### config.mk
export PLATFORM = sky130hd
export DESIGN_NAME = sbma_div
export DESIGN_NICKNAME = d
export VERILOG_FILES = /design/src/hdl/sbma_div.sv
export SDC_FILE = /design/constraint.sdc
export NUM_CORES = 1
export LEC_CHECK = 0
export BUFFER_PORTS_ARGS = -buffer_cell sky130_fd_sc_hd__buf_4
export CELL_PAD_IN_SITES_DETAIL_PLACEMENT = 1
export CELL_PAD_IN_SITES_GLOBAL_PLACEMENT = 2
export CORE_UTILIZATION = 36
export CTS_CLUSTER_SIZE = 24
export DETAILED_ROUTE_END_ITERATION = 10
export PLACE_DENSITY_LB_ADDON = 0.12
export SLEW_MARGIN = 20
export SYNTH_ARGS = -nofsm -noshare
export SYNTH_HDL_FRONTEND = slang
export SYNTH_SLANG_ARGS = --single-unit
### constraint.sdc
create_clock -name aclk -period 4.2 [get_ports aclk]
set_clock_uncertainty 0.2 [all_clocks]
set_input_delay 0.21 -clock aclk [delete_from_list [all_inputs] [get_ports aclk]]
set_output_delay 0.21 -clock aclk [all_outputs]
set_load 0.02 [all_outputs]
### src/hdl/sbma_div.sv
// Divider by the constant bucket size: multiply by a scaled reciprocal, 16 reciprocal
// bits a cycle, then keep the high bits. Depends on nothing but its parameters.
`timescale 1ns / 1ps

module sbma_div #(
    parameter int DW      = 47,
    parameter int DIVISOR = 8
) (
    input  logic          aclk,
    input  logic          aresetn,
    input  logic          start,
    input  logic [DW-1:0] dividend,
    output logic          done,
    output logic [DW-1:0] quotient
);

    // floor(x / d) == floor(x * ceil(2^(DW+L) / d) / 2^(DW+L)) for x < 2^DW, 2^L >= d
    localparam int LW  = $clog2(DIVISOR);
    localparam int SH  = DW + LW;
    localparam longint unsigned RECIP =
        ((64'd1 << SH) + 64'(DIVISOR) - 64'd1) / 64'(DIVISOR);
    localparam int CH  = 16;
    localparam int NCH = (DW + CH) / CH;   // chunks covering DW+1 reciprocal bits
    localparam int MW  = NCH * CH;
    localparam int PRW = DW + CH;
    localparam int ACW = DW + MW;
    localparam int CW  = $clog2(NCH + 1);
    localparam logic [MW-1:0] RECIP_M = MW'(RECIP);

    logic           busy_reg, busy_next;
    logic           done_reg, done_next;
    logic [CW-1:0]  cnt_reg, cnt_next;
    logic [DW-1:0]  x_reg, x_next;
    logic [MW-1:0]  m_reg, m_next;
    logic [ACW-1:0] acc_reg, acc_next;
    logic [PRW-1:0] prod;

    always_comb begin
        busy_next = busy_reg;
        done_next = 1'b0;
        cnt_next  = cnt_reg;
        x_next    = x_reg;
        m_next    = m_reg;
        acc_next  = acc_reg;
        prod      = PRW'(x_reg) * PRW'(m_reg[MW-1 -: CH]);
        if (start) begin
            busy_next = 1'b1;
            cnt_next  = '0;
            x_next    = dividend;
            m_next    = RECIP_M;
            acc_next  = '0;
        end else if (busy_reg) begin
            // Horner step, most significant reciprocal chunk first
            acc_next = (acc_reg << CH) + ACW'(prod);
            m_next   = m_reg << CH;
            cnt_next = cnt_reg + CW'(1);
            if (cnt_reg == CW'(NCH - 1)) begin
                busy_next = 1'b0;
                done_next = 1'b1;
            end
        end
    end

    always_ff @(posedge aclk) begin
        if (!aresetn) begin
            busy_reg <= 1'b0;
            done_reg <= 1'b0;
            cnt_reg  <= '0;
        end else begin
            busy_reg <= busy_next;
            done_reg <= done_next;
            cnt_reg  <= cnt_next;
        end
        x_reg   <= x_next;
        m_reg   <= m_next;
        acc_reg <= acc_next;
    end

    assign done     = done_reg;
    assign quotient = DW'(acc_reg >> SH);

endmodule

==> metrics.txt <==
sequential-to-total area share from yosys stat=between 40% and 50%; via count=6215; Inserted Diodes=0; Max VDD drop=0.252 mV; Cell Chain, Critical Path=buf_4 -> and2_1 -> ha_1 -> and3_1 -> and2_1 -> nand3_1 -> a2111oi_4 -> o21ai_2 -> a2111o_1 -> or3_1 -> a311oi_1; Leak=roughly 0.0035 uW; worst-path fanout max=15; Seq cells post-synth=132; CP required=4330 ps; reg2reg setup slack=around 400 ps; gpl congestion=approximately 0.86; IO Port Bufs=95; H-tree depth=4; reg2reg end=acc_reg[94]; row cnt=51; Slew @ Worst Pin=about 930 ps; largest net degree at the start of global routing=73; cell area power density=427 nW/um^2; Via density=5.35; crit-path max cell delay=600 ps; count of buffer and inverter cells on the critical path=1; Largest register FFs=80; CP endpoint=acc_reg[94]; die width=~140 um; post-route ant nets=0; clk slew on worst S/H paths=60 ps; Mean Syn Cell Area=between 9 and 10 sq um; Top FF cell, synth=dfxtp_1; vias in the first global route=6437; Worst path top cell family by delay=compound AO/OA/AOI/OAI gates; first-pass GRT wire length=35.3 mm; Routed WL=roughly 22 mm; Startpoint Class=register; WHS=52.3 ps; area of the core=19700 sq um; max-slew violations=0; crit path from=m_reg[47]; final hold vios=0; clk sink count=132; dpl hpwl=15.9 mm; Routed WL per cell=18.9 um; GRT Resource Usage Total=a little over a fifth; layout cells sized above 1=16.4%; TritonRoute pass-1 iters=4; CTS buffer count=17; Syn. warnings=0; TritonCTS clock tree=yes; number of I/O pins=98; cell count after synthesis=798; clk buf depth=2; P&R area growth vs syn=23.5%; Crit path depth=11; total gr overflow=0; final setup fails=0; synth unique cells=68; DRC=0; asr flop ratio synth=0%; status=completed; Final period util=about nine tenths; Die ar.=21000 sq um; Skew-Pair Late Insertion Delay=roughly 430 ps; Worst path slowest cell=a2111o_1; RSZ-0062 raised after global routing=false; Max Fclk=263 MHz; Worst EP arrival=3930 ps; number of flops mapped to enable cells by yosys=47; min cycle time layout=between 3000 and 4000 ps; R2R cell count=11; Crit path top cell by count=and2_1; Hold Path Class=in2reg; Slew Limit Headroom=between 30 and 40%; initial core utilization=37.3%; Initial DRC Count=around 300; critical path type=reg2reg; Critical R2R Launch=m_reg[47]; initial antenna violation count=0; Post-Syn Area=7350 sq um; Root Buffer=clkbuf_16; Nets=967; CP Capture Type=register; postcts setup bufs=0; setup TNS=0 ps; Die Height=145 um; Max Cap Viol=0
-- logic make-up (layout without fill, tap and decap cells) --
logic type / count (synthesis) / in the layout / share of synthesized area (%)
flops: 132 / 132 / 42.3
simple gates: 280 / 280 / 18.5
xor+xnor: 34 / 34 / 4.05
fa+ha+maj: 33 / 33 / 5.72
compound gates: 200 / 200 / 19.4
mux: 16 / 16 / 2.18
other cells: 1 / 2 / 0.0510
buf+inv: 102 / 200 / 7.76
-- worst register-to-register path, delay by kind of cell (launching register included) --
family                     cells  cell delay, ps
AOI/OAI and AO/OA              4            1370
adders and majority gates      1             420
buffers and inverters          1             200
DFF                            1             380
and+or+nand+nor                5            1140
-- placed cells by master, fill, tap and decap left out, types with 7 or more instances in the layout --
cell and count:
xor2_1 11, o21ai_0 27, dfxtp_1 83, inv_1 13, edfxtp_1 47, o31ai_1 8
nand2_1 56, and2_1 34, a22oi_1 16, o21a_1 7, buf_4 105, ha_1 32
nor2_1 96, nand3_1 20, a21o_1 19, o21bai_1 7, clkbuf_16 19, and3_1 12
nor4_1 9, a21oi_1 42, a211oi_1 20, mux2i_1 16, dlygate4sd3_1 48, nand4_1 14
or3_1 12, xnor2_1 23, a311oi_1 17, nor3_1 8
-- power by group --
group | switching [uW] | total (uW) | internal [uW]
Sequential | 102 | 1530 | 1430
Combinational | 415 | 727 | 312
Clock | 606 | 1620 | 1010
-- stage by stage --
| step | power, uW | std cells | worst slack, ps | util, % | instance area, sq um |
|---|---|---|---|---|---|
| 6_report | 3880 | 1162 | 401 | 46.0 | 9080 |
| 5_1_grt | 4050 | 1162 | 63.0 | 46.0 | 9080 |
| 4_1_cts | 3910 | 1162 | 240 | 46.0 | 9070 |
| 3_5_place_dp | 2250 | 1082 | 280 | 40.4 | 7970 |
| 3_3_place_gp | 2240 | 1082 | 309 | 40.4 | 7970 |
| 2_1_floorplan | 2020 | 799 | 595 | - | 7360 |
-- synthesized netlist by cell type (all sizes together), types with 20 or more instances --
cell	count	share of area, %
and2	35	3.0
nand2	56	2.9
nor2	96	4.9
buf	54	5.3
xnor2	23	2.7
dfxtp	85	23
ha	32	5.4
nand3	20	1.4
o21ai	30	2.1
clkbuf	33	1.7
a21oi	42	2.9
edfxtp	47	19
a211oi	22	2.4
-- layer usage --
metal  share of wire (%)  routed length [um]  vias up  track usage (%)
li1                    -                   -     3045                -
met1                  47               10200     3036             27.5
met2                  48               10500      113             36.3
met3                 3.8                 835       21             4.25
met4                 1.7                 381        0             6.86
met5                   0                   0        -                0
-- cell type report --
cell class | count | area [sq um]
inverters | 15 | 56.3
multi-input cells | 565 | 3680
fillers | 2229 | 10600
repair buffers | 153 | 1270
clock inverters | 10 | 140
clock buffers | 22 | 487
flip-flops and latches | 132 | 3120
well taps | 265 | 332
-- worst min-delay path by stage --
stage,slack (ps),cells past startpoint,from,end
CTS,40,2,start,acc_reg[17]
global placement,190,1,dividend[29],x_reg[29]
global route,50,2,start,acc_reg[17]
detailed placement,190,1,dividend[15],x_reg[15]
floorplan,110,0,dividend[0],x_reg[0]
finish,50,2,start,acc_reg[17]
-- timing repair --
| action | in CTS | in global routing |
|---|---|---|
| hold buffers | 48 | 0 |
| endpoints found under the hold margin | 51 | 0 |
| setup endpoints to repair | 0 | 15 |
| gates resized for setup | 0 | 2 |
Power figures use the tool's default switching activity.
