### src/hdl/sbma_ram.sv
// Generic simple dual-port RAM: one write port, one read port, registered read.
// No dependencies.
`timescale 1ns / 1ps

module sbma_ram #(
    parameter int WIDTH = 8,
    parameter int DEPTH = 16,
    parameter int AW    = (DEPTH > 1) ? $clog2(DEPTH) : 1
) (
    input  logic             aclk,
    input  logic             we,
    input  logic [AW-1:0]    waddr,
    input  logic [WIDTH-1:0] wdata,
    input  logic             re,
    input  logic [AW-1:0]    raddr,
    output logic [WIDTH-1:0] rdata
);

    logic [WIDTH-1:0] mem [DEPTH];
    logic [WIDTH-1:0] rdata_reg;

    always_ff @(posedge aclk) begin
        if (we) begin
            mem[waddr] <= wdata;
        end
        if (re) begin
            rdata_reg <= mem[raddr];
        end
    end

    assign rdata = rdata_reg;

endmodule

### config.mk
export PLATFORM = sky130hd
export DESIGN_NAME = sbma_ram
export DESIGN_NICKNAME = d
export VERILOG_FILES = /design/src/hdl/sbma_ram.sv
export SDC_FILE = /design/constraint.sdc
export NUM_CORES = 1
export LEC_CHECK = 0
export ABC_AREA = 1
export BUFFER_PORTS_ARGS = -buffer_cell sky130_fd_sc_hd__buf_4
export CELL_PAD_IN_SITES_DETAIL_PLACEMENT = 0
export CELL_PAD_IN_SITES_GLOBAL_PLACEMENT = 1
export CORE_UTILIZATION = 25
export DETAILED_ROUTE_END_ITERATION = 12
export PLACE_DENSITY_LB_ADDON = 0.1
export SKIP_LAST_GASP = 1
export SYNTH_ARGS = -nofsm -noshare
export SYNTH_HDL_FRONTEND = slang
export SYNTH_SLANG_ARGS = --single-unit
### constraint.sdc
create_clock -name aclk -period 2.1 [get_ports aclk]
set_input_delay 0.105 -clock aclk [delete_from_list [all_inputs] [get_ports aclk]]
set_output_delay 0.105 -clock aclk [all_outputs]
set_load 0.01 [all_outputs]
==> results by group, run 1 <==
Status
  – Status: completed

Worst setup path
  – Required @ worst endpoint: approximately 2.3 ns
  – Critical path buffer and inverter count: 1
  – Beginning of the worst register-to-register path: mem[12][0]
  – Critical path's top delay family: simple AND/OR/NAND/NOR gates
  – Critical Path, Cell by Cell: inv_1, nand2_1, nand3_1, nand3_1, nand3_1, nand2_1
  – Critical Path Source Type: flop
  – CP arrival: roughly 1.3 ns
  – CP most frequent cell: nand3_1
  – Critical path startpoint: mem[12][0]
  – CP Capture Type: flop
  – Crit Path Max Fanout: 1
  – Critical path class: flop to flop
  – Max stage delay on crit path: 0.37 ns
  – Slowest stage cell, crit path: edfxtp_1

Synthesis
  – Flop and latch count out of synthesis: about 140
  – Synth Cell Area: 5850 sq um
  – Seq/Total Area, Yosys: 69.8%
  – Syn Area/Cell: approximately 11 sq um
  – Synth top area cells: edfxtp_1 (70%), nand2_1 (11%), nand3_1 (8.3%), inv_1 (6.4%), buf_6 (1.2%)
  – Synth cell types: 11
  – Yosys top cell area share: 69.8%
  – Net count after synthesis: 570
  – Synthesized instance count: 551
  – Area leader, netlist: edfxtp_1
  – Warnings from Yosys: 0

Detailed routing
  – Post-DRT Antenna Nets: 0
  – Drt first pass iters: 4
  – Vias/cell: 4.05
  – Vias: between 3000 and 4000
  – WL/cell: about 17 um
  – DRC viols: 0
  – Initial DRC Count: approximately 210
  – Detailed Route WL: roughly 16 mm

GRT
  – Vias in the first global route: roughly 3800
  – Largest net degree at the start of global routing: 37
  – GRT Total Usage: ~14%
  – GRT Residual Overflow: 0
  – First-pass GRT wire length: roughly 24 mm
  – Initial antenna violation count: 0

Finish
  – Nets@finish: 617
  – P&R area growth vs syn: 21.5%
  – Max reg flops: ~130
  – Share of layout cells above drive strength 1: between 10% and 20%
  – Antenna cells: 0
  – End-of-flow core utilization: 31.2%

Worst hold path
  – Hold crit path type: primary input to flop
  – HP Start: wdata[3]

Floorplanning
  – IO Pins: 27
  – Initial Util: between 20% and 30%
  – Die W: 155 um
  – Die area: about 24000 sq um
  – Core Area: around 23000 sq um
  – Die height: about 150 um
  – Row cnt: 55

CTS
  – Clk sinks: roughly 140
  – Post-cts resize count: 0
  – CTS max path bufs: 2
  – Post-CTS Setup Bufs: 0
  – Clock transition at the registers of the reported paths: roughly 0.06 ns
  – CTS buffer count: 17
  – CTS Hold Buffers Added: 2
  – Max H-tree Level: 4
  – TritonCTS clock tree: built
  – CTS root buf: clkbuf_16
  – Worst-skew pair later-pin latency: 0.41 ns

Timing
  – Fin crit period: 1.18 ns
  – Final setup fails: 0
  – Final-report hold violation count: 0
  – Slew @ Worst Pin: between 0.4 and 0.5 ns
  – RSZ-0062 raised after global routing: no
  – Hold slack: about 0.037 ns
  – Final period utilization: ~56%
  – Rel. slew slack: 67.2%
  – Max Clock Freq: 0.844 GHz
  – Worst Skew: around 0.0088 ns
  – Setup_tns: 0 ns
  – Final Max Tran Viols: 0

Place
  – RePlAce Congestion: between 0.7 and 0.8
  – DP Wirelength: between 9 and 10 mm
  – Port Buf Inserts: 26

Power
  – Leakage: approximately 3.0 nW
  – PD cells: 945 nW/um^2
  – Final Power: between 0.006 and 0.007 W
  – Peak VDD IR: about 0.00037 V

Job
  – Max Cap Viol: 0
-- logic make-up (layout without fill, tap and decap cells) --
group / after synthesis / in the layout / synth area share (%)
AND/OR/NAND/NOR: 289 / 289 / 20.8
flip-flops: 136 / 136 / 69.8
buffers and inverters: 126 / 186 / 9.39
-- per-stage QoR --
stage | cell area [sq um] | cells | worst slack, ns
2_1_floorplan | 5850 | 551 | 1.04
3_3_place_gp | 6450 | 890 | 0.563
3_5_place_dp | 6450 | 890 | 0.555
4_1_cts | 7100 | 924 | 0.893
5_1_grt | 7100 | 924 | 0.810
6_report | 7100 | 924 | 0.916
-- per-layer routing --
layer | track usage (%) | vias to the layer above | part of all wire, %
met5 | 0 | - | 0
met4 | 4.24 | 0 | 1.1
met2 | 22.4 | 61 | 46
li1 | - | 1875 | -
met1 | 19.5 | 1793 | 50
met3 | 3.20 | 14 | 3.1
-- power by group --
part           internal [W]  switching (W)  total [W]
clock               0.00211        0.00113    0.00323
sequential          0.00306      0.0000194    0.00308
combinational      0.000126       0.000275   0.000401
-- worst reg2reg max path: cells and delay by family (launching register included) --
family | cells | cell delay [ns]
buf+inv | 1 | 0.06
flops | 1 | 0.37
simple gates | 5 | 0.49
-- placed cells by master (no fill, tap or decap) --
cell type,synthesis,layout
nand3_1,97,97
clkbuf_16,0,17
dlygate4sd3_1,0,2
clkinvlp_4,0,3
nand3b_1,2,2
buf_4,4,50
clkbuf_1,0,3
bufinv_16,0,5
edfxtp_1,136,136
nor2_1,17,17
inv_2,2,2
clkinv_4,0,2
clkinv_2,0,2
inv_1,100,100
nand2_1,173,173
-- Yosys cell counts --
| cell type | count |
|---|---|
| buf_1 | 1 |
| buf_2 | 13 |
| buf_4 | 4 |
| buf_6 | 6 |
| edfxtp_1 | 136 |
| inv_1 | 100 |
| inv_2 | 2 |
| nand2_1 | 173 |
| nand3_1 | 97 |
| nand3b_1 | 2 |
| nor2_1 | 17 |
-- layout make-up --
class | count | area, sq um
repair buffers | 52 | 395
inverters | 102 | 383
clock inverters | 12 | 200
clock buffers | 20 | 437
flip-flops and latches | 136 | 4080
fillers | 2357 | 15700
well taps | 313 | 392
multi-input cells | 289 | 1210
-- final timing paths --
check	depth (start not counted)	endpoint	slack, ns
worst min register to register	6	rdata[2]	0.74
worst max-delay path	6	rdata[0]	0.92
worst max register to register	6	rdata[0]	0.92
worst min-delay path	1	mem[2][3]	0.04
(Power assumes the default switching activity.)
==> run 2: changes to the inputs <==
Settings changed: ABC_AREA 1 to 0.
Clock period 2.1 ns to 1 ns, I/O delays scaled along.
==> results by group, run 2 <==
Status
  – Status: finished with violations
  – Failing checks: setup timing

Worst setup path
  – RR Endpoint: rdata[0]
  – Required @ worst endpoint: 1.16 ns (-1.10 ns)
  – Critical Path Source Type: flop
  – R2r setup slk: -0.46 ns (-1.37 ns)
  – Beginning of the worst register-to-register path: mem[3][0]
  – Critical path class: flop to flop
  – Crit Path Max Fanout: 1 (unchanged)
  – CP Capture Type: flop
  – CP arrival: 1.62 ns (+0.28 ns)
  – Worst R2R Path Depth: 3 (-3)

Synthesis
  – EDFF count, synth: 136 (unchanged)
  – Synthesized instance count: 229 (-58%)
  – Synth cell types: 18 (+7)
  – Warnings from Yosys: 0 (unchanged)
  – Post-synth ARST share: 0% (unchanged)
  – Synth Cell Area: 5230 sq um (-11%)
  – Flop and latch count out of synthesis: 136 (unchanged)
  – Synth top area cells: edfxtp_1 (78%), mux4_2 (7.8%), mux4_1 (7.0%), a22oi_1 (2.3%), nor2_1 (0.93%)
  – Yosys top cell area share: 78.1% (+8.3 points)
  – Top_reg_cell synth: edfxtp_1
  – Syn Area/Cell: 22.8 sq um (+120%)
  – Area leader, netlist: edfxtp_1
  – Seq/Total Area, Yosys: 78.1% (+8.3 points)
  – Most numerous cell in the Yosys netlist: edfxtp_1
  – Net count after synthesis: 248 (-56%)
  – Commonest cells in the netlist: edfxtp_1 (136), mux4_2 (18), a22oi_1 (16), mux4_1 (14), nor2_1 (13)

CTS
  – Worst-skew pair later-pin latency: 0.42 ns (about the same)
  – TritonCTS clock tree: built
  – Post-CTS Setup Bufs: 0 (unchanged)
  – Max H-tree Level: 4 (unchanged)
  – Clock transition at the registers of the reported paths: 0.06 ns (about the same)
  – CTS root buf: clkbuf_16
  – Clk sinks: 136 (unchanged)
  – CTS buffer count: 17 (unchanged)
  – CTS max path bufs: 2 (unchanged)

Timing
  – RSZ-0062 raised after global routing: yes
  – Max Clock Freq: 0.687 GHz (-19%)
  – Worst Skew: 0.00425 ns (-0.00459 ns)
  – Final-report hold violation count: 0 (unchanged)
  – Final Max Tran Viols: 0 (unchanged)
  – Slew @ Worst Pin: 0.988 ns (+0.495 ns)
  – Final setup fails: 12 (+12)
  – Fin crit period: 1.46 ns (+0.271 ns)
  – Post-route setup slack: -0.455 ns (-1.37 ns)
  – Rel. slew slack: 34.0% (-33 points)
  – Final period utilization: 146% (+89 points)

Power
  – Peak VDD IR: 0.00105 V (+180%)
  – Clk network pwr share: 45.3% (-2.9 points)
  – Comb power frac: 6.3% (+0.3 points)
  – Sw power: 0.00264 W (+86%)
  – PD cells: 1930 nW/um^2 (+100%)
  – Switching share of power: 19.8% (-1.4 points)
  – Leakage: 2.26 nW (-24%)
  – Internal power: 0.0107 W (+100%)
  – Reg power frac: 48.5% (+2.6 points)

Floorplanning
  – Die height: 147 um (-5.4%)
  – Core Area: 20400 sq um (-11%)
  – Die area: 21500 sq um (-10%)
  – IO Pins: 27 (unchanged)
  – Die W: 147 um (-5.4%)
  – Row cnt: 52 (-5.5%)
  – Initial Util: 25.7% (about the same)

Finish
  – Commonest non-fill, non-tap cell in the layout: edfxtp_1
  – Antenna cells: 0 (unchanged)
  – P&R area growth vs syn: 32.5%
  – Post-route cell area: 6930 sq um (-2.5%)
  – Max reg flops: 128 (unchanged)
  – Nets@finish: 328 (-47%)
  – Cell Count, Final, Fillers Out: 591 (-36%)
  – Share of layout cells above drive strength 1: 42.1% (+29 points)
  – Most frequent cells in the layout: edfxtp_1 (136), buf_4 (34), mux4_2 (32)

Worst hold path
  – Worst Hold Path EP: mem[8][0]
  – Hold depth: 4 (+3)
  – HP Start: waddr[1]
  – Hold crit path type: primary input to flop

Detailed routing
  – Detailed Route WL: 11.5 mm (-27%)
  – Initial DRC Count: 209 (unchanged)
  – Vias: 2496 (-33%)
  – Drt first pass iters: 4 (unchanged)
  – WL/cell: 19.5 um (+13%)
  – DRC viols: 0 (unchanged)
  – Post-DRT Antenna Nets: 0 (unchanged)
  – Vias/cell: 4.22 (+4.3%)

GRT
  – Vias in the first global route: 2715 (-29%)
  – Largest net degree at the start of global routing: 21 (-43%)
  – GRT Total Usage: 11.7% (-2.5 points)
  – Initial antenna violation count: 0 (unchanged)
  – GRT Residual Overflow: 0 (unchanged)
  – First-pass GRT wire length: 17.4 mm (-28%)

Place
  – DP Wirelength: 7.73 mm (-22%)
  – Placed Cells incl. Taps: 551 (-38%)
  – Port Buf Inserts: 26 (unchanged)
  – RePlAce Congestion: 0.634 (-13%)
  – Area post-placement: 6220 sq um (-3.5%)
  – Place WS: -0.619 ns (-1.17 ns)

Job
  – Max Cap Viol: 0 (unchanged)
## run 2: cell types whose count changed after synthesis, moves of 3 or more
cell,change
mux4_2,+18
buf_6,-3
inv_1,-100
nand3_1,-96
buf_4,-3
mux4_1,+14
nor3_1,+4
clkdlybuf4s25_2,+3
a22oi_1,+16
nor2_1,-4
nand2_1,-164
buf_2,-10
## run 2: kinds of logic after synthesis
logic type	Yosys count	synth area share, %
flops	136	78.1
simple gates	35	3.14
mux	32	14.8
compound gates	16	2.30
buf+inv	10	1.65
## run 2: timing repair
action / 4_1_cts / 5_1_grt
resized for setup: 9 / 3
endpoints found under the setup margin: 15 / 16
endpoints found under the hold margin: 136 / 0
pin swaps: 0 / 1
hold buffers: 9 / 0
## run 2: cell type report
class                   count  area [sq um]
fillers                  1933         13400
multi-input cells          83          1100
clock buffers              19           433
well taps                 270           338
repair buffers             71           836
clock inverters            12           134
flip-flops and latches    136          4080
## run 2: stage by stage
step	TNS, ns	hold WS [ns]	util [%]	power, W
after floorplan	-4.38	0.149	-	0.00695
after global placement	-31.40	0.379	30.5	0.00740
after detailed placement	-31.68	0.375	30.5	0.00740
after CTS	-3.80	0.210	33.9	0.0135
after global routing	-4.23	0.220	34.0	0.0138
final	-3.41	0.218	34.0	0.0133
## run 2: worst max-delay path, cell delays in order (launching register included)
cell and delay [ns]:
edfxtp_1 0.36, mux4_2 0.47, a22oi_1 0.31, nand2_4 0.07
## run 2: worst max path at each step
stage,start,end,cells past startpoint
CTS,mem[8][0],rdata[0],4
detailed placement,raddr[0],rdata[5],5
global placement,raddr[0],rdata[5],5
global route,mem[11][0],rdata[0],4
finish,mem[3][0],rdata[0],3
floorplan,mem[3][0],rdata[0],3
## run 2: power by group through the flow
stage	sequential (W)	clock (W)	combinational (W)
5_1_grt	0.00648	0.00640	0.000912
3_3_place_gp	0.00658	0	0.000814
2_1_floorplan	0.00658	0	0.000369
4_1_cts	0.00647	0.00616	0.000863
3_5_place_dp	0.00658	0	0.000816
6_report	0.00647	0.00604	0.000837
## run 2: layer usage
metal	share of wire (%)	wire, um	global-route usage (%)	vias to the layer above
met5	0	0	0	-
met1	45	5150	14.7	1314
met2	50	5810	19.0	45
met4	2.0	225	5.78	0
met3	2.9	337	2.72	12
li1	-	-	-	1125
