--- src/hdl/sbma_pkg.sv ---
// Shared types and constants for the sorted bucket mean aggregator.
// No dependencies; sbma_front, sbma_back and the top level refer to this package by scoped name.
`timescale 1ns / 1ps

package sbma_pkg;

    localparam int CNT_W    = 32;  // total cell count
    localparam int DEV_W    = 33;  // signed Q24.8 deviation
    localparam int MEAN_W   = 40;  // unsigned Q32.8 count mean
    localparam int IDX_W    = 3;   // bucket index on the result port
    localparam int FRAC_W   = 8;   // fraction bits of Q formats
    localparam int KEPT_W   = 4;   // kept-bucket register
    localparam int REC_W    = CNT_W + DEV_W;

    localparam logic [KEPT_W-1:0] KEPT_RESET   = 4'd4;
    // deviation forced onto low-count records (-2.0 in Q24.8)
    localparam logic signed [DEV_W-1:0] REPLACED_DEV = -33'sd512;

    // handoff of a full batch from loader to sorter
    typedef struct packed {
        logic              valid;
        logic [KEPT_W-1:0] kept;
    } job_t;

    // sorter status back to loader
    typedef struct packed {
        logic ack;   // job taken
        logic done;  // all results issued, store may be refilled
        logic busy;  // sorter owns the store
    } rsp_t;

    typedef enum logic [2:0] {
        ST_IDLE,
        ST_SCAN,
        ST_PICK,
        ST_DIV,
        ST_DWAIT,
        ST_OUT
    } back_state_t;

endpackage

--- src/hdl/sbma_front.sv ---
// Loader: accepts record beats, writes them to the record store, hands a full batch on.
// Depends on sbma_pkg.
`timescale 1ns / 1ps

module sbma_front #(
    parameter int N  = 64,
    parameter int AW = (N > 1) ? $clog2(N) : 1
) (
    input  logic                          aclk,
    input  logic                          aresetn,
    input  logic                          s_valid,
    output logic                          s_ready,
    input  logic [sbma_pkg::CNT_W-1:0]    s_total_count,
    input  logic [sbma_pkg::DEV_W-1:0]    s_circuit_stdev,
    input  logic [sbma_pkg::KEPT_W-1:0]   kept,
    output logic                          wr_en,
    output logic [AW-1:0]                 wr_addr,
    output logic [sbma_pkg::REC_W-1:0]    wr_data,
    output sbma_pkg::job_t                job,
    input  sbma_pkg::rsp_t                rsp
);

    logic [AW-1:0]                cnt_reg, cnt_next;
    logic                         busy_reg, busy_next;
    logic                         jv_reg, jv_next;
    logic [sbma_pkg::KEPT_W-1:0]  jk_reg, jk_next;
    logic                         accept;

    assign s_ready = !busy_reg;
    assign accept  = s_valid && !busy_reg;
    assign wr_en   = accept;
    assign wr_addr = cnt_reg;
    assign wr_data = {s_total_count, s_circuit_stdev};

    always_comb begin
        cnt_next  = cnt_reg;
        busy_next = busy_reg;
        jv_next   = jv_reg;
        jk_next   = jk_reg;
        if (rsp.ack) begin
            jv_next = 1'b0;
        end
        if (rsp.done) begin
            busy_next = 1'b0;
        end
        // last beat of a batch: freeze loading until the sorter is through
        if (accept) begin
            if (cnt_reg == AW'(N - 1)) begin
                cnt_next  = '0;
                busy_next = 1'b1;
                jv_next   = 1'b1;
                jk_next   = kept;
            end else begin
                cnt_next = cnt_reg + AW'(1);
            end
        end
    end

    always_ff @(posedge aclk) begin
        if (!aresetn) begin
            cnt_reg  <= '0;
            busy_reg <= 1'b0;
            jv_reg   <= 1'b0;
        end else begin
            cnt_reg  <= cnt_next;
            busy_reg <= busy_next;
            jv_reg   <= jv_next;
        end
        jk_reg <= jk_next;
    end

    assign job.valid = jv_reg;
    assign job.kept  = jk_reg;

endmodule

--- config.mk ---
export PLATFORM = sky130hd
export DESIGN_NAME = sbma_front
export DESIGN_NICKNAME = d
export VERILOG_FILES = /design/src/hdl/sbma_pkg.sv /design/src/hdl/sbma_front.sv
export SDC_FILE = /design/constraint.sdc
export NUM_CORES = 1
export LEC_CHECK = 0
export BUFFER_PORTS_ARGS = -buffer_cell sky130_fd_sc_hd__buf_2
export CELL_PAD_IN_SITES_DETAIL_PLACEMENT = 2
export CELL_PAD_IN_SITES_GLOBAL_PLACEMENT = 2
export CORE_ASPECT_RATIO = 1.4
export CORE_MARGIN = 2
export CORE_UTILIZATION = 12
export DETAILED_ROUTE_END_ITERATION = 8
export GPL_TIMING_DRIVEN = 0
export PLACE_DENSITY = 0.79
export SLEW_MARGIN = 20
export SYNTH_ARGS = -nofsm -noshare
export SYNTH_HDL_FRONTEND = slang
export SYNTH_SLANG_ARGS = --single-unit
--- constraint.sdc ---
create_clock -name aclk -period 1.63 [get_ports aclk]
set_input_delay 0.0815 -clock aclk [delete_from_list [all_inputs] [get_ports aclk]]
set_output_delay 0.0815 -clock aclk [all_outputs]
set_load 0.01 [all_outputs]
==> results of run 1 <==
## power by group through the flow
stage / Clock [mW] / Combinational, mW / Sequential, mW
floorplan: 0 / 0.181 / 0.329
global placement: 0 / 0.283 / 0.328
detailed placement: 0 / 0.289 / 0.327
CTS: 0.470 / 0.290 / 0.322
global route: 0.486 / 0.309 / 0.323
finish: 0.452 / 0.284 / 0.322
## per-layer routing
layer | GRT usage | part of all wire
met1 | 0.0547 | 0.29
met2 | 0.108 | 0.47
met3 | 0.0314 | 0.23
met4 | 0.0203 | 0.0067
met5 | 0 | 0
## worst min-delay path by stage
stage / startpoint / to / cells past startpoint
after floorplan: kept[0] / jk_reg[0]$_DFFE_PP_ / 0
after global placement: kept[3] / jk_reg[3]$_DFFE_PP_ / 1
after detailed placement: kept[3] / jk_reg[3]$_DFFE_PP_ / 1
after CTS: kept[3] / jk_reg[3]$_DFFE_PP_ / 1
after global routing: kept[3] / jk_reg[3]$_DFFE_PP_ / 1
final: kept[2] / jk_reg[2]$_DFFE_PP_ / 1
## synthesized netlist by cell type
| master | instances | area [sq um] |
|---|---|---|
| nand3b_1 | 2 | 15.0 |
| xnor2_1 | 2 | 17.5 |
| a21oi_2 | 1 | 8.76 |
| and2_1 | 1 | 6.26 |
| buf_4 | 66 | 495 |
| o31ai_2 | 1 | 12.5 |
| nand3_1 | 1 | 5.00 |
| a21boi_1 | 1 | 7.51 |
| nand4b_1 | 1 | 8.76 |
| o21a_1 | 2 | 15.0 |
| edfxtp_1 | 4 | 120 |
| nor2_1 | 2 | 7.51 |
| ha_1 | 1 | 12.5 |
| nor3_2 | 1 | 10.0 |
| nand2b_1 | 1 | 6.26 |
| dfxtp_1 | 8 | 160 |
| a21oi_1 | 2 | 10.0 |
| o21ai_0 | 3 | 15.0 |
| nand3b_4 | 1 | 20.0 |
| o31a_1 | 1 | 8.76 |
| nor2b_1 | 1 | 6.26 |
| or3_1 | 2 | 12.5 |
| nand2_2 | 1 | 6.26 |
| nand2_1 | 4 | 15.0 |
| inv_1 | 2 | 7.51 |
## cells by family after synthesis
| kind of cell | Yosys count | synth area share |
|---|---|---|
| buffers and inverters | 68 | 0.498 |
| and+or+nand+nor | 18 | 0.118 |
| DFF | 12 | 0.278 |
| AOI/OAI and AO/OA | 11 | 0.0768 |
| xor gates and xnor gates | 2 | 0.0174 |
| adders and majority gates | 1 | 0.0124 |
## final cells by class
class / count / area [sq um]
buffer: 66 / 495
sequential: 12 / 280
inverter: 2 / 7.51
tap: 102 / 128
clock buffer: 4 / 78.8
fill: 954 / 6500
timing repair buffer: 86 / 430
multi-input combinational: 32 / 233
## layout by cell type (no fill, tap or decap), types with 2 or more instances in the layout
cell type	n
a21oi_1	2
buf_2	86
buf_4	66
clkbuf_16	3
dfxtp_1	8
edfxtp_1	4
inv_1	2
nand2_1	4
nand3b_1	2
nor2_1	2
o21a_1	2
o21ai_0	3
or3_1	2
xnor2_1	2
==> impl_metrics.toml, run 1 <==
[status]
outcome = "complete, no violations"

[sta]
worst_slew_pin_slew_ns = 0.376
fin_crit_sh = 0.911
hold_viol_final = 0
rsz0062_at_grt = "no"
slew_headroom = 0.748
clock.fmax_ghz = 0.673
fin_setup_tns_ns = 0
layout_setup_ws_ns = 0.145
slew_viol_final = 0
setup_viol = 0
skew_ns = 0.000693
period_minus_slack_ns = 1.48
fin_hold_ws_ns = 0.0208

[critical_path]
max_stage_delay_ns = 0.41
reg2reg_to = "jk_reg[0]$_DFFE_PP_"
reg2reg_slack_ns = 0.15
path_cells = "ha_1 > nand3b_4 > nor3_4"
cp-endpoint = "jk_reg[0]$_DFFE_PP_"
critPathMaxFanout = 6
cp-startpoint = "wr_addr[0]$_SDFFE_PN0P_"
end_kind = "register"
worstSetupPathType = "register to register"
crit_cells = 3
cp.required_ns = 1.53
cp_top_family = "simple AND/OR/NAND/NOR gates"
path_buf_inv = 0
timing.rr.start = "wr_addr[0]$_SDFFE_PN0P_"
r2r.worst_path.cells = 3
start_kind = "register"
cp_data_arrival_time_ns = 1.38
slowest_stage = "dfxtp_1"

[clock_network]
cts_htree_levels = 1
cts_buffers = 3
cts_hold_buf = 0
postCtsSetupBuffers = 0
clockBufferDepth = 2
clock_sinks = 12
root_buffer = "clkbuf_16"
path_clk_slew_ns = 0.04
insertion_delay_ns = 0.24
post_cts_resized = 1
cts_tree = "yes"

[layout]
final_layout_size_suffix_gt1_frac = 0.792
fin_area_sq_um = 1650
final_nets = 279
fin_util = 0.203
final_cells = 304
largest_reg_flops = 6
area_growth_pct = 63.7
antennaDiodeCount = 0

[pwr]
power_density_nw_per_um2 = 640
pwr-share-comb = 0.268
seqPwrFrac = 0.304
switching_power_mw = 0.243
switching_share = 0.230
power.total_mw = 1.06
leakage_nw = 0.898
p_int_mw = 0.815
peakVddDrop_mv = 0.252
clkPwrFrac = 0.427

[placed_design]
gp_congestion = 0.669
portBuffers = 86
placement.cell_area_sq_um = 1570
dp_hpwl_um = 2810
dpl.cell_count = 300
pre_cts_ws_ns = -0.00341

[drt]
viasPerCell = 3.42
drt_first_pass_iters = 4
ant_nets = 0
wire_per_inst_um = 10.3
drt_iter0_drc = 17
vias = 1041
drcViolationCount = 0
wl_um = 3140

[floorplan]
die_x_um = 81.5
die_h_um = 113
fp.coreArea_sq_um = 8150
start_util = 0.124
die-area_sq_um = 9170
num_io_pins = 153
num_rows = 39

[global_route]
grt-ovfl-total = 0
antenna_found_initial = 0
grt_max_degree = 9
gr-usage-all-layers = 0.0594
grt_pass1_wl_um = 4120
grt_pass1_vias = 955

[synth]
avgSynthCellArea_sq_um = 9.02
syn-num-nets = 188
syn_area_sq_um = 1010
ys_seq_area_frac = 0.278
ys_warn_count = 0
synthCells = 112
yosysUniqueCellTypes = 25
ys_ff_latch = 12

[min_path]
hold_class = "input port to register"

[flow_run]
cap_violations = 0
No activity file was read; power rests on OpenSTA's default activity.
==> run 2, diff against run 1 <==
--- a/config.mk
+++ b/config.mk
@@ -10,10 +10,10 @@
 export CELL_PAD_IN_SITES_GLOBAL_PLACEMENT = 2
 export CORE_ASPECT_RATIO = 1.4
 export CORE_MARGIN = 2
-export CORE_UTILIZATION = 12
+export CORE_UTILIZATION = 11
 export DETAILED_ROUTE_END_ITERATION = 8
 export GPL_TIMING_DRIVEN = 0
-export PLACE_DENSITY = 0.79
+export PLACE_DENSITY = 0.77
 export SLEW_MARGIN = 20
 export SYNTH_ARGS = -nofsm -noshare
 export SYNTH_HDL_FRONTEND = slang
==> constraint.sdc (replaced) <==
create_clock -name aclk -period 1.3 [get_ports aclk]
set_input_delay 0.065 -clock aclk [delete_from_list [all_inputs] [get_ports aclk]]
set_output_delay 0.065 -clock aclk [all_outputs]
set_load 0.01 [all_outputs]
==> impl_metrics.toml, run 2 (synthesis results as in run 1) <==
[status]
outcome = "complete, no violations"

[drt]
vias = 1063
drcViolationCount = 0
wl_um = 3180
drt_first_pass_iters = 2
ant_nets = 0
wire_per_inst_um = 10.2
viasPerCell = 3.41
drt_iter0_drc = 7

[layout]
final_cell_mix = "86 x buf_2, 67 x buf_4, 6 x dfxtp_1, 4 x nand2_1, 4 x edfxtp_1"
fin_area_sq_um = 1720
area_growth_pct = 70.0
final_nets = 282
final_layout_size_suffix_gt1_frac = 0.805
largest_reg_flops = 6
nFillCells = 1048
final_common_cell = "buf_2"
antennaDiodeCount = 0

[critical_path]
slowest_stage = "dfxtp_4"
cp_top_family = "flip-flops"
timing.rr.start = "wr_addr[0]$_SDFFE_PN0P_"
reg2reg_to = "jk_reg[1]$_DFFE_PP_"
path_cells = "ha_4 > nand3b_4 > nor3_4 > buf_6"
critPathMaxFanout = 6
cp_data_arrival_time_ns = 1.19
end_kind = "register"
max_stage_delay_ns = 0.38
start_kind = "register"
reg2reg_slack_ns = 0.06
cp.required_ns = 1.25
path_buf_inv = 1
r2r.worst_path.cells = 4
worstSetupPathType = "register to register"

[placed_design]
gp_congestion = 0.615
dp_hpwl_um = 2860
pre_cts_ws_ns = -0.114
placement.cell_area_sq_um = 1580
portBuffers = 86

[sta]
fin_setup_tns_ns = 0
skew_ns = 0.00129
fin_crit_sh = 0.952
clock.fmax_ghz = 0.808
fin_hold_ws_ns = 0.00836
slew_viol_final = 0
worst_slew_pin_slew_ns = 0.270
setup_viol = 0
period_minus_slack_ns = 1.24
layout_setup_ws_ns = 0.0625
slew_headroom = 0.820
rsz0062_at_grt = "no"
hold_viol_final = 0

[clock_network]
cts_htree_levels = 1
clock_sinks = 12
cts_tree = "yes"
root_buffer = "clkbuf_16"
cts_buffers = 3
path_clk_slew_ns = 0.04
insertion_delay_ns = 0.24
clockBufferDepth = 2

[min_path]
worst_hold_startpoint = "kept[1]"
hold_class = "input port to register"
holdPathEnd = "jk_reg[1]$_DFFE_PP_"
whs_path_depth = 1

[global_route]
grt-ovfl-total = 0
grt_util_met1 = 0.0585
grt_max_degree = 9
top_usage_layer = "met2"
gr-usage-all-layers = 0.0614
grt_util_met2 = 0.113
use_met3 = 0.0260
antenna_found_initial = 0
grt_pass1_wl_um = 4940
grt_pass1_vias = 1139

[pwr]
p_int_mw = 1.02
switching_share = 0.235
pwr-share-comb = 0.271
leakage_nw = 0.913
peakVddDrop_mv = 0.301
switching_power_mw = 0.313
clkPwrFrac = 0.423
seqPwrFrac = 0.306
power.total_mw = 1.33
power_density_nw_per_um2 = 777

[floorplan]
start_util = 0.112
die_x_um = 85.0
die_h_um = 117
num_rows = 41
fp.coreArea_sq_um = 8980
num_io_pins = 153
die-area_sq_um = 9970

[flow_run]
cap_violations = 0
[run 2: how the worst max path moves through the flow]
stage / to / start / depth (start not counted) / slack (ns)
after floorplan: jk_reg[0]$_DFFE_PP_ / wr_addr[1]$_SDFFE_PN0P_ / 3 / 0.01
after global placement: jk_reg[0]$_DFFE_PP_ / wr_addr[1]$_SDFFE_PN0P_ / 3 / -0.08
after detailed placement: jk_reg[0]$_DFFE_PP_ / wr_addr[1]$_SDFFE_PN0P_ / 3 / -0.11
after CTS: jk_reg[0]$_DFFE_PP_ / wr_addr[0]$_SDFFE_PN0P_ / 4 / 0.004
after global routing: wr_addr[4]$_SDFFE_PN0P_ / wr_addr[0]$_SDFFE_PN0P_ / 4 / 0.008
final: jk_reg[1]$_DFFE_PP_ / wr_addr[0]$_SDFFE_PN0P_ / 4 / 0.06
[run 2: area by class of cell]
| class | count | area, sq um | area share |
|---|---|---|---|
| Buffer | 66 | 495 | 0.289 |
| Timing Repair Buffer | 89 | 459 | 0.267 |
| Sequential cell | 12 | 288 | 0.168 |
| Multi-Input combinational cell | 32 | 254 | 0.148 |
| Tap cell | 107 | 134 | 0.0780 |
| Clock buffer | 3 | 75.1 | 0.0437 |
| Inverter | 2 | 7.51 | 0.00437 |
| Clock inverter | 1 | 3.75 | 0.00219 |
[run 2: through the flow]
step,utilization,cells
3_5_place_dp,0.176,305
4_1_cts,0.191,312
6_report,0.191,312
5_1_grt,0.191,312
3_3_place_gp,0.176,305
2_1_floorplan,-,112
[run 2: power groups by stage]
stage	clock (mW)	combinational (mW)	sequential, mW
2_1_floorplan	0	0.227	0.413
3_3_place_gp	0	0.354	0.412
3_5_place_dp	0	0.362	0.413
4_1_cts	0.591	0.370	0.409
5_1_grt	0.613	0.394	0.409
6_report	0.564	0.361	0.409
[run 2: routing by layer]
layer | vias to the layer above | routed length, um
met3 | 4 | 557
met5 | - | 0
met2 | 124 | 1560
met1 | 454 | 1020
met4 | 0 | 37
li1 | 481 | -
[run 2: repair_timing]
action | 4_1_cts | 5_1_grt
resized for setup | 7 | 0
endpoints found under the hold margin | 1 | 0
hold buffers | 1 | 0
setup endpoints to repair | 10 | 4
buffers inserted | 2 | 0
pin swaps | 1 | 1
==> run 3, diff against run 2 <==
--- a/config.mk
+++ b/config.mk
@@ -9,7 +9,7 @@
 export CELL_PAD_IN_SITES_DETAIL_PLACEMENT = 2
 export CELL_PAD_IN_SITES_GLOBAL_PLACEMENT = 2
 export CORE_ASPECT_RATIO = 1.4
-export CORE_MARGIN = 2
+export CORE_MARGIN = 8
 export CORE_UTILIZATION = 11
 export DETAILED_ROUTE_END_ITERATION = 8
 export GPL_TIMING_DRIVEN = 0
==> impl_metrics.toml, run 3 (synthesis results as in run 1) <==
[floorplan]
die_h_um = 129
start_util = 0.112
die_x_um = 97.0
die-area_sq_um = 12500
num_io_pins = 153
num_rows = 41
fp.coreArea_sq_um = 8980

[clock_network]
path_clk_slew_ns = 0.04
root_buffer = "clkbuf_16"
cts_buffers = 3
cts_tree = "yes"
insertion_delay_ns = 0.24
cts_htree_levels = 1
clock_sinks = 12
clockBufferDepth = 2

[layout]
antennaDiodeCount = 0
final_layout_size_suffix_gt1_frac = 0.807
final_cell_mix = "86 x buf_2, 71 x buf_4"
nFillCells = 1057
fin_util = 0.198
area_growth_pct = 75.8
final_common_cell = "buf_2"
largest_reg_flops = 6
final_nets = 289
final_cells = 319

[global_route]
gr-usage-all-layers = 0.0643
grt_max_degree = 9
grt_pass1_wl_um = 6610
grt-ovfl-total = 0
grt_pass1_vias = 1306
antenna_found_initial = 0

[pwr]
switching_share = 0.237
pwr-share-comb = 0.289
power.total_mw = 1.36
peakVddDrop_mv = 0.294
leakage_nw = 0.961
power_density_nw_per_um2 = 766
p_int_mw = 1.04
switching_power_mw = 0.323
seqPwrFrac = 0.296
clkPwrFrac = 0.415

[drt]
drcViolationCount = 0
wire_per_inst_um = 13.1
vias = 1093
wl_um = 4190
ant_nets = 0
viasPerCell = 3.43
drt_iter0_drc = 9
drt_first_pass_iters = 2

[critical_path]
timing.rr.start = "wr_addr[1]$_SDFFE_PN0P_"
reg2reg_slack_ns = 0.07
critPathMaxFanout = 6
r2r.worst_path.cells = 3
start_kind = "register"
cp_data_arrival_time_ns = 1.14
cp.required_ns = 1.20
reg2reg_to = "jk_reg[1]$_DFFE_PP_"
end_kind = "register"
worstSetupPathType = "register to register"

[sta]
fin_crit_sh = 0.949
skew_ns = 0.00230
setup_viol = 0
hold_viol_final = 0
slew_headroom = 0.760
layout_setup_ws_ns = 0.0667
clock.fmax_ghz = 0.811
period_minus_slack_ns = 1.23
rsz0062_at_grt = "yes"
slew_viol_final = 0
worst_slew_pin_slew_ns = 0.358

[min_path]
whs_path_depth = 3
holdPathEnd = "busy_reg$_SDFF_PN0_"
worst_hold_startpoint = "rsp[1]"
hold_class = "input port to register"

[placed_design]
portBuffers = 86
dp_hpwl_um = 3770
gp_congestion = 0.669
dpl.cell_count = 305
pre_cts_ws_ns = -0.106

[flow_run]
cap_violations = 0

[status]
outcome = "complete, no violations"
## run 3: metrics by stage
step                TNS [ns]  hold slack [ns]  instance area, sq um
floorplan                  0            0.164                  1020
global placement      -0.365            0.245                  1580
detailed placement    -0.592            0.245                  1580
CTS                        0          0.00415                  1740
global route         -0.0290            0.150                  1780
finish                     0            0.134                  1780
## run 3: worst max-delay path by stage
| stage | cells past startpoint | endpoint | start |
|---|---|---|---|
| CTS | 3 | jk_reg[3]$_DFFE_PP_ | wr_addr[1]$_SDFFE_PN0P_ |
| global placement | 3 | jk_reg[2]$_DFFE_PP_ | wr_addr[1]$_SDFFE_PN0P_ |
| detailed placement | 3 | jk_reg[3]$_DFFE_PP_ | wr_addr[1]$_SDFFE_PN0P_ |
| finish | 3 | jk_reg[1]$_DFFE_PP_ | wr_addr[1]$_SDFFE_PN0P_ |
| global route | 6 | wr_addr[4]$_SDFFE_PN0P_ | wr_addr[1]$_SDFFE_PN0P_ |
| floorplan | 3 | jk_reg[0]$_DFFE_PP_ | wr_addr[1]$_SDFFE_PN0P_ |
## run 3: repair_timing
item,4_1_cts,5_1_grt
hold buffers,3,1
setup buffers,4,2
pin swaps,1,3
resized for setup,5,4
endpoints found under the hold margin,3,1
endpoints found under the setup margin,10,6
## run 3: routing by layer
metal,vias up,wire length (um),global-route usage
met2,122,1850,0.103
met5,-,0,0
met3,2,874,0.0586
met4,0,12,0.0109
met1,472,1460,0.0607
li1,497,-,-
## run 3: area by class of cell
type / count / area (sq um) / share of cell area
Timing Repair Buffer: 96 / 519 / 0.292
Buffer: 66 / 495 / 0.279
Sequential cell: 12 / 290 / 0.163
Multi-Input combinational cell: 32 / 250 / 0.141
Tap cell: 107 / 134 / 0.0754
Clock buffer: 3 / 75.1 / 0.0423
Inverter: 2 / 7.51 / 0.00423
Clock inverter: 1 / 3.75 / 0.00211
## run 3: critical path: stages, from the launching register on
cell and delay (ns):
dfxtp_4 0.36, ha_4 0.14, nand3b_4 0.11, nor3_4 0.29
## run 3: power by group through the flow
stage                     Clock [mW]  Sequential (mW)  Combinational [mW]
after floorplan                    0            0.413               0.227
after CTS                      0.588            0.404               0.392
after detailed placement           0            0.412               0.370
after global routing           0.608            0.403               0.430
final                          0.564            0.403               0.393
after global placement             0            0.411               0.362
